<file path="config.mk">
export PLATFORM = sky130hd
export DESIGN_NAME = base64_custom_codec_core
export DESIGN_NICKNAME = d
export VERILOG_FILES = /design/src/design/b64cc_pkg.sv /design/src/design/base64_custom_codec_core.sv /design/src/design/b64cc_datapath.sv /design/src/design/b64cc_out_queue.sv
export SDC_FILE = /design/constraint.sdc
export NUM_CORES = 1
export LEC_CHECK = 0
export ABC_AREA = 0
export BUFFER_PORTS_ARGS = -buffer_cell sky130_fd_sc_hd__buf_2
export CAP_MARGIN = 20
export CORE_MARGIN = 1.5
export CORE_UTILIZATION = 45
export CTS_CLUSTER_SIZE = 30
export DETAILED_ROUTE_END_ITERATION = 8
export GPL_ROUTABILITY_DRIVEN = 0
export PLACE_DENSITY = 0.59
export SYNTH_ARGS = -nofsm -noshare
export SYNTH_HDL_FRONTEND = slang
export SYNTH_SLANG_ARGS = --single-unit
</file>
<file path="constraint.sdc">
create_clock -name clk_i -period 4.5 [get_ports clk_i]
set_input_delay 0 -clock clk_i [delete_from_list [all_inputs] [get_ports clk_i]]
set_output_delay 0 -clock clk_i [all_outputs]
set_load 0.1 [all_outputs]
</file>
<file path="src/design/b64cc_pkg.sv">
// ----------------------------------------------------------------------------
// b64cc_pkg
// shared types, alphabet rom and lookup functions for the base64 codec
// ----------------------------------------------------------------------------
package b64cc_pkg;

  localparam logic MODE_ENCODE = 1'b0;
  localparam logic MODE_DECODE = 1'b1;

  localparam int unsigned AlphaSize = 64;
  localparam int unsigned QueueDepth = 3;

  typedef struct packed {
    logic [7:0] data;
    logic       last;
    logic       error;
  } out_word_t;

  typedef struct packed {
    logic [1:0] phase;
    logic [5:0] carry;
  } codec_state_t;

  localparam logic [7:0] ALPHA [AlphaSize] = '{
    8'h31, 8'h35, 8'h39, 8'h41, 8'h45, 8'h49, 8'h4d, 8'h51,
    8'h55, 8'h59, 8'h63, 8'h67, 8'h6b, 8'h6f, 8'h73, 8'h77,
    8'h32, 8'h36, 8'h30, 8'h42, 8'h46, 8'h4a, 8'h4e, 8'h52,
    8'h56, 8'h5a, 8'h64, 8'h68, 8'h6c, 8'h70, 8'h74, 8'h78,
    8'h33, 8'h37, 8'h2e, 8'h43, 8'h47, 8'h4b, 8'h3f, 8'h53,
    8'h57, 8'h61, 8'h65, 8'h69, 8'h6d, 8'h71, 8'h75, 8'h79,
    8'h34, 8'h38, 8'h0a, 8'h44, 8'h48, 8'h4c, 8'h50, 8'h54,
    8'h58, 8'h62, 8'h66, 8'h6a, 8'h6e, 8'h72, 8'h76, 8'h7a
  };

  function automatic logic [7:0] enc_char(input logic [5:0] idx);
    return ALPHA[idx];
  endfunction

  // unknown characters map to zero
  function automatic logic [5:0] dec_value(input logic [7:0] c);
    logic [5:0] v;
    v = '0;
    for (int i = AlphaSize - 1; i >= 0; i--) begin
      if (ALPHA[i] == c) begin
        v = 6'(i);
      end
    end
    return v;
  endfunction

endpackage

</file>
<file path="src/design/base64_custom_codec_core.sv">
// ----------------------------------------------------------------------------
// base64_custom_codec_core
// streaming unpadded base64 encoder/decoder with a custom alphabet
// ----------------------------------------------------------------------------
// result words are registered in the output queue before they are offered
// a new input word is taken only while at most one result word waits;
//   encode yields up to two result words per input, decode at most one
// reset: mode is encode, phase and carry bits cleared, output queue empty
// ----------------------------------------------------------------------------
module base64_custom_codec_core (
  input  logic       clk_i,
  input  logic       rst_ni,
  input  logic       cfg_we_i,
  input  logic       cfg_wdata_i,
  input  logic       in_valid_i,
  output logic       in_ready_o,
  input  logic [7:0] in_byte_i,
  input  logic       is_last_i,
  output logic       out_valid_o,
  input  logic       out_ready_i,
  output logic [7:0] out_byte_o,
  output logic       last_o,
  output logic       error_o
);

  logic                    mode_q;
  b64cc_pkg::codec_state_t state_q;
  b64cc_pkg::codec_state_t state_d;
  b64cc_pkg::codec_state_t step_state;
  b64cc_pkg::out_word_t    word0;
  b64cc_pkg::out_word_t    word1;
  b64cc_pkg::out_word_t    head;
  logic [1:0]              step_cnt;
  logic                    push;
  logic                    room;

  assign in_ready_o = room;
  assign push       = in_valid_i && room;

  b64cc_datapath u_datapath (
    .mode_i    (mode_q),
    .state_i   (state_q),
    .in_byte_i (in_byte_i),
    .is_last_i (is_last_i),
    .state_o   (step_state),
    .count_o   (step_cnt),
    .word0_o   (word0),
    .word1_o   (word1)
  );

  always_comb begin
    state_d = state_q;
    if (cfg_we_i) begin
      state_d = '0;
    end else if (push) begin
      state_d = step_state;
    end
  end

  always_ff @(posedge clk_i or negedge rst_ni) begin
    if (!rst_ni) begin
      mode_q  <= b64cc_pkg::MODE_ENCODE;
      state_q <= '0;
    end else begin
      if (cfg_we_i) begin
        mode_q <= cfg_wdata_i;
      end
      state_q <= state_d;
    end
  end

  b64cc_out_queue u_out_queue (
    .clk_i       (clk_i),
    .rst_ni      (rst_ni),
    .push_i      (push),
    .push_cnt_i  (step_cnt),
    .word0_i     (word0),
    .word1_i     (word1),
    .room_o      (room),
    .out_valid_o (out_valid_o),
    .out_ready_i (out_ready_i),
    .word_o      (head)
  );

  assign out_byte_o = head.data;
  assign last_o     = head.last;
  assign error_o    = head.error;

  a_err_is_last: assert property (@(posedge clk_i) disable iff (!rst_ni)
    (out_valid_o && error_o) |-> last_o)
    else $error("error word not marked last");

  a_enc_no_err: assert property (@(posedge clk_i) disable iff (!rst_ni)
    (out_valid_o && mode_q == b64cc_pkg::MODE_ENCODE) |-> !error_o)
    else $error("error flag in encode mode");

  a_last_clears: assert property (@(posedge clk_i) disable iff (!rst_ni)
    (push && is_last_i && !cfg_we_i) |=> state_q == '0)
    else $error("state not cleared after last word");

endmodule

</file>
<file path="src/design/b64cc_datapath.sv">
// ----------------------------------------------------------------------------
// b64cc_datapath
// per-word encode/decode step: produces up to two output words and next state
// ----------------------------------------------------------------------------
module b64cc_datapath (
  input  logic                   mode_i,
  input  b64cc_pkg::codec_state_t state_i,
  input  logic [7:0]             in_byte_i,
  input  logic                   is_last_i,
  output b64cc_pkg::codec_state_t state_o,
  output logic [1:0]             count_o,
  output b64cc_pkg::out_word_t   word0_o,
  output b64cc_pkg::out_word_t   word1_o
);

  logic [5:0] enc_idx0;
  logic [5:0] enc_idx1;
  logic [5:0] dec_v;
  logic [1:0] ph_next;
  logic [5:0] carry_next;

  assign dec_v = b64cc_pkg::dec_value(in_byte_i);

  always_comb begin
    enc_idx0   = '0;
    enc_idx1   = '0;
    ph_next    = '0;
    carry_next = '0;
    count_o    = 2'd1;
    word0_o    = '0;
    word1_o    = '0;

    if (mode_i == b64cc_pkg::MODE_ENCODE) begin
      case (state_i.phase)
        2'd0: begin
          enc_idx0   = in_byte_i[7:2];
          carry_next = {in_byte_i[1:0], 4'b0};
          ph_next    = 2'd1;
        end
        2'd1: begin
          enc_idx0   = state_i.carry | {2'b0, in_byte_i[7:4]};
          carry_next = {in_byte_i[3:0], 2'b0};
          ph_next    = 2'd2;
        end
        default: begin
          enc_idx0   = state_i.carry | {4'b0, in_byte_i[7:6]};
          enc_idx1   = in_byte_i[5:0];
          carry_next = '0;
          ph_next    = 2'd0;
          count_o    = 2'd2;
        end
      endcase
      // flush partial group
      if (is_last_i && ph_next != 2'd0) begin
        enc_idx1 = carry_next;
        count_o  = 2'd2;
      end
      word0_o.data = b64cc_pkg::enc_char(enc_idx0);
      word1_o.data = b64cc_pkg::enc_char(enc_idx1);
      word0_o.last = is_last_i && (count_o == 2'd1);
      word1_o.last = is_last_i;
    end else begin
      case (state_i.phase)
        2'd0: begin
          carry_next    = dec_v;
          ph_next       = 2'd1;
          count_o       = is_last_i ? 2'd1 : 2'd0;
          word0_o.error = 1'b1;
        end
        2'd1: begin
          word0_o.data = {state_i.carry, dec_v[5:4]};
          carry_next   = {2'b0, dec_v[3:0]};
          ph_next      = 2'd2;
        end
        2'd2: begin
          word0_o.data = {state_i.carry[3:0], dec_v[5:2]};
          carry_next   = {4'b0, dec_v[1:0]};
          ph_next      = 2'd3;
        end
        default: begin
          word0_o.data = {state_i.carry[1:0], dec_v};
          carry_next   = '0;
          ph_next      = 2'd0;
        end
      endcase
      word0_o.last = is_last_i;
    end

    state_o.phase = is_last_i ? 2'd0 : ph_next;
    state_o.carry = is_last_i ? 6'd0 : carry_next;
  end

endmodule

</file>
<file path="src/design/b64cc_out_queue.sv">
// ----------------------------------------------------------------------------
// b64cc_out_queue
// three-entry output queue; takes up to two words per push, one word per pop
// ----------------------------------------------------------------------------
module b64cc_out_queue (
  input  logic                 clk_i,
  input  logic                 rst_ni,
  input  logic                 push_i,
  input  logic [1:0]           push_cnt_i,
  input  b64cc_pkg::out_word_t word0_i,
  input  b64cc_pkg::out_word_t word1_i,
  output logic                 room_o,
  output logic                 out_valid_o,
  input  logic                 out_ready_i,
  output b64cc_pkg::out_word_t word_o
);

  b64cc_pkg::out_word_t slot_q [b64cc_pkg::QueueDepth];
  b64cc_pkg::out_word_t slot_d [b64cc_pkg::QueueDepth];
  logic [1:0] cnt_q;
  logic [1:0] cnt_d;
  logic [1:0] base;
  logic [1:0] add;
  logic       pop;

  assign pop         = out_valid_o && out_ready_i;
  assign out_valid_o = (cnt_q != 2'd0);
  assign word_o      = slot_q[0];
  assign room_o      = (cnt_q <= 2'd1);
  assign base        = cnt_q - {1'b0, pop};
  assign add         = push_i ? push_cnt_i : 2'd0;
  assign cnt_d       = base + add;

  always_comb begin
    for (int i = 0; i < b64cc_pkg::QueueDepth; i++) begin
      slot_d[i] = slot_q[i];
      if (pop && i < b64cc_pkg::QueueDepth - 1) begin
        slot_d[i] = slot_q[i + 1];
      end
      if (push_i && push_cnt_i != 2'd0 && 2'(i) == base) begin
        slot_d[i] = word0_i;
      end
      if (push_i && push_cnt_i == 2'd2 && 2'(i) == base + 2'd1) begin
        slot_d[i] = word1_i;
      end
    end
  end

  always_ff @(posedge clk_i or negedge rst_ni) begin
    if (!rst_ni) begin
      cnt_q <= '0;
    end else begin
      cnt_q <= cnt_d;
    end
  end

  always_ff @(posedge clk_i) begin
    for (int i = 0; i < b64cc_pkg::QueueDepth; i++) begin
      slot_q[i] <= slot_d[i];
    end
  end

  a_pop_only: assert property (@(posedge clk_i) disable iff (!rst_ni)
    (pop && !push_i) |=> cnt_q == $past(cnt_q) - 2'd1)
    else $error("queue count wrong after pop");

  a_push_only: assert property (@(posedge clk_i) disable iff (!rst_ni)
    (push_i && !pop) |=> cnt_q == $past(cnt_q) + $past(push_cnt_i))
    else $error("queue count wrong after push");

  a_no_overfill: assert property (@(posedge clk_i) disable iff (!rst_ni)
    push_i |-> cnt_q <= 2'd1)
    else $error("push into a queue without room");

endmodule

</file>
==> impl_metrics.yaml, run 1 <==
worst_hold_path:
  hold_end: "state_q[7]$_DFFE_PN0P_"
  hp-start: "cfg_we_i"
  min_path_cells: 3
  min_path_type: "in -> reg"
floorplanning:
  dieHeight_um: 107.6
  initial_utilization_pct: 45.84
  core_area_mm2: 0.01075
  rows: 38
  die_w_um: 107.6
  io_pins: 27
  die_area_mm2: 0.01158
layout:
  drive_above_1_share_pct: 10.67
  nets: 664
  final_cell_area_mm2: 0.005076
  instances_no_fill: 768
  syn_to_final_growth_pct: 3.048
  n_antenna_cell: 0
drt:
  postRouteAntennaNets: 0
  drt_iter0_drc: 493
  vias: 4988
  avgRoutedWirePerCell_um: 18.88
  drc: 0
  wl_mm: 14.50
  vias_per_cell: 6.495
  drt_pass1_iterations: 5
synthesis:
  synth_common_cells: "nand2_1, nor2_1, o21ai_0"
  yosysUniqueCellTypes: 85
  synth_most_common_cell: "nand2_1"
  synth_top_cell_by_area: "edfxtp_1"
  synth_cells: 646
  ys.flop_type: "edfxtp_1"
  synth_fp_nets: 683
  synthTopCellsByArea: "edfxtp_1, nand2_1, dfrtp_1"
  yosysWarningCount: 0
  avgSynthCellArea_um2: 7.625
  ys_async_sr_fraction_pct: 26.83
  syn_area_mm2: 0.004926
  synth_edf_count: 24
  seq_area_frac_synth_pct: 22.66
  synthDominantCellAreaShare_pct: 14.63
  ys_seq_elements: 41
grt:
  grt_pass1_vias: 4513
  grt_usage_pct: 25.46
  grt_max_degree: 43
  met1_usage_pct: 37.88
  top_usage_layer: "met2"
  overflow: 0
  met2_usage_pct: 39.44
  grt_util_met3_pct: 2.240
  grt_pass1_wl_mm: 23.93
  antenna_found_initial: 0
critical_path:
  path_class: "reg -> reg"
  start_kind: "register"
  critPathMaxFanout: 19
  end_kind: "register"
  rr_worst_depth: 13
  crit_arrival_ns: 3.83
  worstReg2RegEnd: "u_out_queue.slot_q[0][3]$_DFFE_PP_"
  cp.required_ns: 4.54
  r2r_slack_ns: 0.71
  reg2reg_from: "state_q[7]$_DFFE_PN0P_"
  crit_start: "state_q[7]$_DFFE_PN0P_"
cts:
  cts_root_buf: "clkbuf_8"
  clk_pin_slew_ns: 0.08
  insertion_delay_ns: 0.30
  cts_sinks: 41
  cts_buffers: 5
  cts.path.max_buffers: 2
  post-cts-setup-buffer-count: 0
  cts_tree: "yes"
  htree_levels: 2
timing:
  tightest_slew_ns: 1.049
  setup_ws_ns: 0.7060
  period_share_pct: 84.31
  clock.fmax_ghz: 0.2636
  max_slew_margin_pct: 30.05
  slew_viol_final: 0
  fin_setup_tns_ns: 0
  fin_skew_ns: 0.007519
  setup_viol: 0
  rsz0062_at_grt: "false"
  min_period_ns: 3.794
  hold_viol: 0
placement:
  dpl_worst_slack_ns: 0.7785
  dp_cells: 757
  hpwl_mm: 10.14
  post_dp_cell_area_mm2: 0.004960
  port_buffers: 26
power_and_ir_drop:
  p_leak_nw: 1.853
  power_density_mw_per_mm2: 434.6
  totalPowerFinal_mw: 2.206
  ir_worst_vdd_uv: 349.4
status:
  status: "finished, final reports clean"
flow_run:
  cap_violations: 0
[through the flow]
step | hold WS (ns) | util (%)
global placement | -0.1089 | 46.16
floorplan | -0.2956 | -
global route | 0.1104 | 47.24
finish | 0.09380 | 47.24
CTS | 0.09741 | 47.24
detailed placement | -0.1075 | 46.16
[worst max-delay path by stage]
| stage | endpoint | slack (ns) | cells past startpoint |
|---|---|---|---|
| floorplan | u_out_queue.slot_q[0][11]$_DFFE_PP_ | 0.29 | 10 |
| finish | u_out_queue.slot_q[0][3]$_DFFE_PP_ | 0.71 | 13 |
| detailed placement | u_out_queue.slot_q[0][3]$_DFFE_PP_ | 0.78 | 13 |
| CTS | u_out_queue.slot_q[0][3]$_DFFE_PP_ | 0.75 | 13 |
| global route | u_out_queue.slot_q[0][3]$_DFFE_PP_ | 0.51 | 13 |
| global placement | u_out_queue.slot_q[0][3]$_DFFE_PP_ | 0.88 | 13 |
[placed cells by master (no fill, tap or decap), drive strengths merged, types with 9 or more instances in the layout]
| cell type | instances |
|---|---|
| nand2 | 75 |
| o21ai | 51 |
| nor2 | 47 |
| a21oi | 38 |
| buf | 37 |
| edfxtp | 24 |
| nand3 | 23 |
| ha | 22 |
| inv | 22 |
| a211oi | 15 |
| nor3 | 14 |
| a22oi | 14 |
| a22o | 12 |
| nand2b | 11 |
| dfrtp | 11 |
| nor2b | 10 |
| a31oi | 10 |
| xnor2 | 10 |
| nor4 | 9 |
[worst max-delay path, cell delays in order (launching register included)]
cell and delay, ns:
dfrtp_1 0.42, inv_1 0.11, ha_1 0.57, inv_1 0.23
a2111oi_2 0.33, nor2_1 0.10, inv_1 0.18, ha_1 0.22
nand2_1 0.09, a22o_1 0.23, a221oi_1 0.47, a2bb2oi_1 0.20
o311a_1 0.27, o21ai_1 0.09
[where the power goes]
| part | total [mW] | internal [mW] | leakage, nW | switching [mW] |
|---|---|---|---|---|
| clock network | 0.244 | 0.107 | 0.0439 | 0.137 |
| registers | 0.583 | 0.538 | 0.432 | 0.0450 |
| logic | 1.38 | 0.379 | 1.38 | 1.00 |
| total | 2.21 | 1.02 | 1.85 | 1.18 |
[registers in the layout (all words and copies together), names as in the netlist]
| signal | flops |
|---|---|
| mode_q | 1 |
| u_out_queue.slot_q | 30 |
| state_q | 8 |
| u_out_queue.cnt_q | 2 |
[layout make-up]
| type | count | area [um^2] |
|---|---|---|
| clock inverter | 3 | 17.52 |
| inverter | 22 | 82.58 |
| fill | 1147 | 5669 |
| tap | 140 | 175.2 |
| timing repair buffer | 40 | 242.7 |
| clock buffer | 5 | 68.82 |
| multi-input combinational | 517 | 3373 |
| sequential | 41 | 1116 |
[routing by layer]
metal  part of all wire (%)  up-vias
met5                      0        -
met1                     45     2365
li1                       -     2388
met3                    6.5       23
met2                     48      212
met4                    1.5        0
[cell families (layout without fill, tap and decap cells)]
group                      count (synthesis)  after routing  share of synthesized area, %
buffers and inverters                     88             70                         8.864
adders and majority gates                 23             23                         5.791
AOI/OAI and AO/OA                        221            221                         31.95
DFF                                       41             41                         22.66
muxes                                      9              9                         1.880
and+or+nand+nor                          250            250                         26.37
xor gates and xnor gates                  14             14                         2.489
[what timing repair did]
item,in CTS,in global routing
hold buffers,3,0
resized for setup,0,0
endpoints found under the hold margin,12,0
Power figures use the tool's default switching activity.
==> run 2: changes to the inputs <==
--- a/config.mk
+++ b/config.mk
@@ -5,7 +5,7 @@
 export SDC_FILE = /design/constraint.sdc
 export NUM_CORES = 1
 export LEC_CHECK = 0
-export ABC_AREA = 0
+export ABC_AREA = 1
 export BUFFER_PORTS_ARGS = -buffer_cell sky130_fd_sc_hd__buf_2
 export CAP_MARGIN = 20
 export CORE_MARGIN = 1.5
==> constraint.sdc (replaced) <==
create_clock -name clk_i -period 3.6 [get_ports clk_i]
set_input_delay 0 -clock clk_i [delete_from_list [all_inputs] [get_ports clk_i]]
set_output_delay 0 -clock clk_i [all_outputs]
set_load 0.1 [all_outputs]
==> run 2 against run 1 <==
Net effect:
- utilization up 3.9 points
- design area down 6.9%
- fmax up 15%
- largest power group unchanged
- synthesized cell count up 2.6%
- clock skew down 0.0048 ns
- routed wire length down 10%
- non-clock buffer count up 8
- die area down 13%
- power up 23%
- cell count up 7.2%
==> impl_metrics.yaml, run 2 <==
status:
  status: "finished, final reports clean"
grt:
  grt_usage_pct: 26.11
  overflow: 0
  grt_pass1_vias: 4324
  grt_max_degree: 18
  antenna_found_initial: 0
  grt_pass1_wl_mm: 21.11
critical_path:
  r2r_slack_ns: 0.30
  start_kind: "register"
  cp-endpoint: "u_out_queue.slot_q[0][15]$_DFFE_PP_"
  critPathMaxFanout: 7
  worstPathCellList: "inv_1, ha_1, nor2_2, inv_2, o21ai_1, buf_4, ha_1, inv_1, nor2_1, inv_1, nor2_1, a31oi_1, o211ai_1, o311ai_1, o2111ai_1, o211ai_1, nand2_1, o211ai_1, o21ai_1"
  crit_arrival_ns: 3.33
  path_class: "reg -> reg"
  cp.required_ns: 3.63
  rr_worst_depth: 19
  end_kind: "register"
  worstReg2RegEnd: "u_out_queue.slot_q[0][15]$_DFFE_PP_"
  max_stage_delay_ns: 0.43
  reg2reg_from: "state_q[6]$_DFFE_PN0P_"
  slowest_stage: "dfrtp_1"
  crit_start: "state_q[6]$_DFFE_PN0P_"
drt:
  met3_length_um: 770
  drt_pass1_iterations: 6
  avgRoutedWirePerCell_um: 15.86
  vias: 4699
  vias_per_cell: 5.710
  drc: 0
  wl_mm: 13.05
  wl_met2_mm: 6.217
  postRouteAntennaNets: 0
  drt_iter0_drc: 416
  met1_length_mm: 5.651
  top_layer_used: "met4"
synthesis:
  syn_area_mm2: 0.004289
  synth_cells: 663
  synth_fp_nets: 700
  synth_top_cell_by_area: "edfxtp_1"
  synthDominantCellAreaShare_pct: 16.80
  yosysUniqueCellTypes: 53
  ys_async_sr_fraction_pct: 26.83
  avgSynthCellArea_um2: 6.469
  synth_most_common_cell: "nand2_1"
  seq_area_frac_synth_pct: 26.02
  yosysWarningCount: 0
  ys.flop_type: "edfxtp_1"
  synthTopCellsByArea: "edfxtp_1, nand2_1, nor2_1"
  synth_edf_count: 24
  synth_common_cells: "nand2_1, nor2_1, inv_1"
  ys_seq_elements: 41
placement:
  hpwl_mm: 10.41
  port_buffers: 26
layout:
  final_cell_mix: "nand2_1, nor2_1, inv_1"
  syn_to_final_growth_pct: 10.15
  n_antenna_cell: 0
  fill_cells: 965
  fin_util_pct: 51.13
  drive_above_1_share_pct: 13.54
  largest-register: "u_out_queue.slot_q"
  largest_reg_flops: 30
  reg.largest.list: "u_out_queue.slot_q (30), state_q (8), u_out_queue.cnt_q (2)"
  nets: 730
  final_common_cell: "nand2_1"
floorplanning:
  dieHeight_um: 100.6
  die_w_um: 100.6
  io_pins: 27
  initial_utilization_pct: 46.42
  core_area_mm2: 0.009240
  rows: 35
  die_area_mm2: 0.01013
timing:
  slew_viol_final: 0
  min_period_ns: 3.300
  setup_viol: 0
  hold_viol: 0
  fin_skew_ns: 0.002753
  fin_setup_tns_ns: 0
  max_slew_margin_pct: 52.97
  hold_slack_ns: 0.1132
  period_share_pct: 91.68
  tightest_slew_ns: 0.7055
  rsz0062_at_grt: "false"
  clock.fmax_ghz: 0.3030
power_and_ir_drop:
  pwr-share-comb_pct: 58.9
  totalPowerFinal_mw: 2.710
  sw_frac_of_total_pct: 52.12
  ir_worst_vdd_uv: 346.3
  power_density_mw_per_mm2: 573.5
  p_leak_nw: 2.061
  power.switching_mw: 1.412
  seqPwrFrac_pct: 27.4
  pwr-share-clk_pct: 13.8
  internal_power_mw: 1.297
flow_run:
  cap_violations: 0
cts:
  clk_pin_slew_ns: 0.08
  post-cts-setup-buffer-count: 0
  cts_buffers: 5
  cts.path.max_buffers: 2
  cts_root_buf: "clkbuf_8"
  cts_sinks: 41
  cts_tree: "yes"
  htree_levels: 2
  insertion_delay_ns: 0.29
worst_hold_path:
  min_path_type: "in -> async"
## run 2: changes by cell type after synthesis, sizes merged, moves of 10 or more
cell    previous run  this run
a22oi             14         4
o21ai             51        62
buf               49        15
o22ai              6        23
nand2             75       130
nor2b             10         0
a22o              12         0
xnor2             10         0
nand2b            11         0
nor2              47       106
inv               22       105
## run 2: worst min path at each step
| stage | end | cells past startpoint | slack, ns | from |
|---|---|---|---|---|
| 3_5_place_dp | u_out_queue.cnt_q[1]$_DFF_PN0_ | 1 | -0.10 | rst_ni |
| 4_1_cts | state_q[6]$_DFFE_PN0P_ | 4 | 0.10 | cfg_we_i |
| 3_3_place_gp | u_out_queue.cnt_q[0]$_DFF_PN0_ | 1 | -0.10 | rst_ni |
| 5_1_grt | u_out_queue.cnt_q[1]$_DFF_PN0_ | 2 | 0.13 | rst_ni |
| 2_1_floorplan | mode_q$_DFFE_PN0P_ | 0 | -0.30 | rst_ni |
| 6_report | u_out_queue.cnt_q[1]$_DFF_PN0_ | 2 | 0.11 | rst_ni |
## run 2: final cells by class
type	instances	area, um^2	share of cell area, %
Clock inverter	2	35.03	0.7415
Timing Repair Buffer	48	302.8	6.409
Multi-Input combinational cell	491	2638	55.83
Tap cell	129	161.4	3.416
Sequential cell	41	1116	23.62
Inverter	106	399.1	8.448
Clock buffer	6	72.57	1.536
## run 2: repair_timing
action,4_1_cts,5_1_grt
endpoints found under the setup margin,0,1
gates resized for setup,0,2
endpoints found under the hold margin,12,0
hold buffers,3,0
## run 2: critical path, delay by kind of cell (launching register included)
| family | cells | cell delay [ns] |
|---|---|---|
| flops | 1 | 0.43 |
| simple gates | 4 | 0.44 |
| buf+inv | 5 | 0.56 |
| fa+ha+maj | 2 | 0.49 |
| compound gates | 8 | 1.11 |
## run 2: cells by family after synthesis
family / synth area share (%)
buffers and inverters: 12.54
XOR/XNOR: 0.2042
multiplexers: 0.2334
AO/OA/AOI/OAI: 25.20
AND/OR/NAND/NOR: 29.38
adder cells (fa/ha/maj): 6.418
flip-flops: 26.02
## run 2: power by group through the flow
| stage | logic [mW] | registers [mW] | clock network (mW) |
|---|---|---|---|
| after detailed placement | 1.58 | 0.754 | 0 |
| final | 1.59 | 0.742 | 0.373 |
| after global routing | 1.74 | 0.757 | 0.395 |
| after floorplan | 1.22 | 0.805 | 0 |
| after global placement | 1.57 | 0.750 | 0 |
| after CTS | 1.58 | 0.744 | 0.381 |
## run 2: through the flow
stage / instance area, um^2 / worst slack [ns] / instances
2_1_floorplan: 4289 / 0.5596 / 663
3_3_place_gp: 4584 / 0.3562 / 812
3_5_place_dp: 4584 / 0.2789 / 812
4_1_cts: 4722 / 0.2643 / 823
5_1_grt: 4725 / 0.04004 / 823
6_report: 4725 / 0.2995 / 823
## run 2: layer usage
layer / track usage, % / vias up
met5: 0 / -
met4: 9.101 / 0
met3: 2.288 / 35
met2: 45.11 / 201
met1: 34.12 / 2150
li1: - / 2313
